==> src/hdl/erp_pkg.sv <==
package erp_pkg;

  localparam int VTX_W      = 16;
  localparam int EPOCH_W    = 5;
  localparam int MAX_EPOCHS = 32;
  localparam int EPN_W      = 6;
  localparam int CNT_W      = 32;
  localparam int HIST_AW    = VTX_W + EPOCH_W;
  localparam int HIST_DEPTH = 1 << HIST_AW;
  localparam int LS_DEPTH   = 1 << VTX_W;
  localparam int CFG_IDX_W  = 1;
  localparam int CFG_DATA_W = 32;
  localparam int QUEUE_DEPTH = 2;
  localparam int QPTR_W     = 1;
  localparam int QCNT_W     = 2;

  localparam logic [CNT_W-1:0] EPOCH_LENGTH_RST  = CNT_W'(4096);
  localparam logic [EPN_W-1:0] EPOCHS_IN_USE_RST = EPN_W'(20);
  localparam logic             KIND_QUERY        = 1'b1;

  typedef enum logic [CFG_IDX_W-1:0] {
    CFG_EPOCH_LENGTH,
    CFG_EPOCHS_IN_USE
  } cfg_idx_t;

  typedef enum logic {
    OP_ACCESS,
    OP_QUERY
  } op_t;

  typedef enum logic [3:0] {
    ST_CLEAR,
    ST_IDLE,
    ST_ACC,
    ST_MOD,
    ST_RD,
    ST_CALC,
    ST_WR,
    ST_QRD,
    ST_QCMP,
    ST_QOUT
  } state_t;

  typedef struct packed {
    logic             kind;
    logic [VTX_W-1:0] vertex;
  } in_item_t;

  typedef struct packed {
    logic [EPOCH_W-1:0] epoch;
    logic [CNT_W-1:0]   access_total;
    logic [CNT_W-1:0]   reuse_total;
  } out_item_t;

  typedef struct packed {
    op_t              op;
    logic [VTX_W-1:0] vertex;
  } cmd_t;

  typedef struct packed {
    logic [CNT_W-1:0] hit;
    logic [CNT_W-1:0] reuse;
  } hist_entry_t;

  typedef struct packed {
    logic             seen;
    logic [CNT_W-1:0] stamp;
  } ls_entry_t;

  function automatic logic [EPN_W-1:0] epochs_eff(input logic [EPN_W-1:0] e);
    logic [EPN_W-1:0] r;
    if (e == '0) begin
      r = EPN_W'(1);
    end else if (e > EPN_W'(MAX_EPOCHS)) begin
      r = EPN_W'(MAX_EPOCHS);
    end else begin
      r = e;
    end
    return r;
  endfunction

endpackage

==> src/hdl/erp_front.sv <==
module erp_front (
  input  logic               clk,
  input  logic               rst_n,
  input  logic               in_valid,
  input  erp_pkg::in_item_t  in_data,
  output logic               in_stall,
  output logic               cmd_valid,
  output erp_pkg::cmd_t      cmd,
  input  logic               cmd_pop
);

  erp_pkg::cmd_t                q_r [erp_pkg::QUEUE_DEPTH];
  logic [erp_pkg::QPTR_W-1:0]   wr_ptr_r, wr_ptr_nxt;
  logic [erp_pkg::QPTR_W-1:0]   rd_ptr_r, rd_ptr_nxt;
  logic [erp_pkg::QCNT_W-1:0]   count_r, count_nxt;
  erp_pkg::cmd_t                push_cmd;
  logic                         push;
  logic                         pop;

  assign in_stall  = (count_r == erp_pkg::QCNT_W'(erp_pkg::QUEUE_DEPTH));
  assign push      = in_valid && !in_stall;
  assign cmd_valid = (count_r != '0);
  assign pop       = cmd_pop && cmd_valid;
  assign cmd       = q_r[rd_ptr_r];

  always_comb begin
    push_cmd.op     = (in_data.kind == erp_pkg::KIND_QUERY) ? erp_pkg::OP_QUERY
                                                            : erp_pkg::OP_ACCESS;
    push_cmd.vertex = in_data.vertex;
    wr_ptr_nxt = push ? wr_ptr_r + 1'b1 : wr_ptr_r;
    rd_ptr_nxt = pop ? rd_ptr_r + 1'b1 : rd_ptr_r;
    count_nxt  = count_r;
    if (push && !pop) begin
      count_nxt = count_r + 1'b1;
    end else if (pop && !push) begin
      count_nxt = count_r - 1'b1;
    end
  end

  always_ff @(posedge clk) begin
    if (!rst_n) begin
      wr_ptr_r <= '0;
      rd_ptr_r <= '0;
      count_r  <= '0;
    end else begin
      wr_ptr_r <= wr_ptr_nxt;
      rd_ptr_r <= rd_ptr_nxt;
      count_r  <= count_nxt;
    end
  end

  always_ff @(posedge clk) begin
    if (push) begin
      q_r[wr_ptr_r] <= push_cmd;
    end
  end

endmodule

==> config.mk <==
export PLATFORM = sky130hd
export DESIGN_NAME = erp_front
export DESIGN_NICKNAME = d
export VERILOG_FILES = /design/src/hdl/erp_pkg.sv /design/src/hdl/erp_front.sv
export SDC_FILE = /design/constraint.sdc
export NUM_CORES = 1
export LEC_CHECK = 0
export ABC_AREA = 1
export BUFFER_PORTS_ARGS = -buffer_cell sky130_fd_sc_hd__buf_2
export CELL_PAD_IN_SITES_DETAIL_PLACEMENT = 1
export CELL_PAD_IN_SITES_GLOBAL_PLACEMENT = 2
export CORE_MARGIN = 2
export CORE_UTILIZATION = 34
export CTS_BUF_LIST = sky130_fd_sc_hd__clkbuf_4 sky130_fd_sc_hd__clkbuf_8
export DETAILED_ROUTE_END_ITERATION = 8
export GPL_TIMING_DRIVEN = 0
export PLACE_DENSITY_LB_ADDON = 0.3
export SYNTH_ARGS = -nofsm -noshare
export SYNTH_HDL_FRONTEND = slang
export SYNTH_SLANG_ARGS = --single-unit
==> constraint.sdc <==
create_clock -name clk -period 1.59 [get_ports clk]
set_input_delay 0.318 -clock clk [delete_from_list [all_inputs] [get_ports clk]]
set_output_delay 0.318 -clock clk [all_outputs]
set_load 0.02 [all_outputs]
==> run metrics <==
Period minus WS final=1.61 ns; synthesis-to-layout area growth=35.2%; Clock Latency Late Sink=0.28 ns; WS Path Type=reg -> out; Ports=40; CP peak stage delay=0.40 ns; CTS tree=done; Port Buffers=39; Cell Area, Placed=0.00179 mm²; DP HPWL=1890 µm; Routed Antenna Nets=0; CTS Buf Count=5; Total Wirelength=2710 µm; vias in the first global route=944; RR Startpoint=count_r[1]; Avg Cell Area, Syn=17.0 µm²; WL met2=1420 µm; status=complete, but fails checks; Slew Limit Headroom=64.7%; Seq cells post-synth=39; Stages on worst setup path=3; FF-to-FF setup slack=0.12 ns; Required @ worst endpoint=1.27 ns; DR top layer=met4; # fillers=423; Final Cycle Share=102%; crit-path max FO=10; Post-synth top cells=edfxtp_1 (34), mux2_4 (10), nor2_1 (9), inv_1 (8); clock transition at the registers of the reported paths=0.07 ns; distinct cell type count after synthesis=16; total core area=0.00435 mm²; H-tree Lvls=2; crit path to=cmd[14]; synth top area cells=edfxtp_1 (67%), mux2_4 (9.8%), dfxtp_1 (6.6%), mux2_2 (5.2%), nor2_1 (2.2%); routed wire length per instance=14.2 µm; routed via count=872; Die Height=71.0 µm; sequential area share after synthesis=73.4%; DR iter-0 viols=44; Reg-to-Reg End=q_r[1][0]; Starting Density=35.1%; GR Overflow Total=0; CP startpoint kind=flop; final setup TNS=-0.0835 ns; slowest CP cell=dfxtp_4; met1 wire length=1050 µm; CP top delay family=flip-flops; Synth async-reset ratio=0%; clock skew=0.00742 ns; Crit path arrival time=1.30 ns; Pleak=0.841 nW; clk sink count=39; Final Setup Violations=8; Final WS setup=-0.0239 ns; drt via density=4.57; root buffer cell=clkbuf_8; Final #Nets=160; most common cell in the netlist=edfxtp_1; ant diodes=0; GP Congestion=0.721; antenna violations before repair=0; syn nets=112; Post-synth EDFFs=34; PwrDens=1630 mW/mm²; f_max=620 MHz; Die Width=71.0 µm; Primary FF master, synth=edfxtp_1; cell chain of the critical path=buf_12 > mux2_4 > buf_2; final hold vios=0; Post-Syn Instances=90; Buf+Inv Stages, Crit Path=2; largest area contributor in the netlist=edfxtp_1; pins over their slew limit=0; global-route wire length before repair=4320 µm; CP Capture Type=primary output; first-pass iteration count of the detailed router=4; Worst-Margin Slew=0.529 ns; Total Routing Usage GR=11.4%; post-layout util=47.4%; Design Area, Final=0.00206 mm²; RSZ-0062 raised after global routing=true; failing checks=negative setup slack; max-cap viol count=0; Longest Clk Path Bufs=2; Netlist Area Pre-Place=0.00153 mm²; worst IR drop on VDD=0.000697 V; DR DRC count=0; Worst Hold Class=in -> reg; largest net degree at the start of global routing=18; Reg2Reg Depth=4; top-area cell type share of the netlist area=66.9%; layout cell share with drive strength beyond 1=51.8%; Core Rows=24; die area=0.00504 mm²; Met3 Wirelength=202 µm; Tot Pwr=3.38 mW; YS warnings=0
==> worst register-to-register path: cells and delay by family (launching register included) <==
| family | cells | cell delay, ns |
|---|---|---|
| compound gates | 1 | 0.09 |
| buf+inv | 2 | 0.28 |
| flops | 1 | 0.32 |
| simple gates | 1 | 0.41 |
==> power by group <==
part           internal [mW]  switching, mW
logic                  0.582          0.580
clock network          0.503          0.322
registers               1.30         0.0833
total                   2.39          0.985
==> worst min path at each step <==
stage	from	endpoint	cells past startpoint
CTS	in_data[1]	q_r[0][1]	1
floorplan	in_data[0]	q_r[0][0]	0
finish	in_data[1]	q_r[0][1]	1
detailed placement	rd_ptr_r	rd_ptr_r	2
global placement	rd_ptr_r	rd_ptr_r	2
global route	in_data[1]	q_r[1][1]	1
==> layout by cell type (no fill, tap or decap), drive strengths merged <==
cell type / instances
a21oi: 1
nand4: 1
dfxtp: 5
inv: 8
nand2: 7
ha: 1
buf: 43
edfxtp: 34
bufinv: 1
clkbuf: 7
mux2: 17
nand3: 1
o21ai: 3
nor2: 9
o21a: 1
==> what timing repair did <==
| item | in CTS | in global routing |
|---|---|---|
| pin swaps | 0 | 1 |
| resized for setup | 5 | 31 |
| endpoints found under the setup margin | 45 | 51 |
| hold endpoints to repair | 0 | 0 |
| buffers inserted | 2 | 1 |
| hold buffers | 0 | 0 |
==> cell type report <==
class	count	area, µm²	share of cell area, %
sequential	39	1120	54.5
multi-input combinational	41	389	18.8
timing repair buffer	42	322	15.6
clock buffer	7	83.8	4.06
tap	52	65.1	3.15
clock inverter	1	30.0	1.45
inverter	8	30.0	1.45
buffer	1	20.0	0.970
==> kinds of logic (layout without fill, tap and decap cells) <==
logic type,after synthesis,count (layout),share of synthesized area (%)
DFF,39,39,73.4
and+or+nand+nor,18,18,4.67
muxes,17,17,15.0
buffers and inverters,10,59,4.02
AOI/OAI and AO/OA,5,5,2.05
adders and majority gates,1,1,0.820
==> flip-flops by register name, indices dropped and copies added (netlist names), named ones only <==
| register | flops |
|---|---|
| q_r | 34 |
| rd_ptr_r | 1 |
| wr_ptr_r | 1 |
| count_r | 2 |
==> stage by stage <==
step,hold slack (ns),instances,worst slack [ns]
finish,0.222,191,-0.0239
global route,0.209,191,-0.0766
CTS,0.212,191,-0.112
detailed placement,0.503,181,-0.0921
global placement,0.480,181,-0.470
floorplan,0.417,90,-0.0255
==> metal layers <==
metal / track usage [%] / vias up
li1: - / 416
met1: 12.6 / 423
met2: 19.5 / 28
met3: 5.27 / 5
met4: 3.77 / 0
met5: 0 / -
Power figures use the tool's default switching activity.
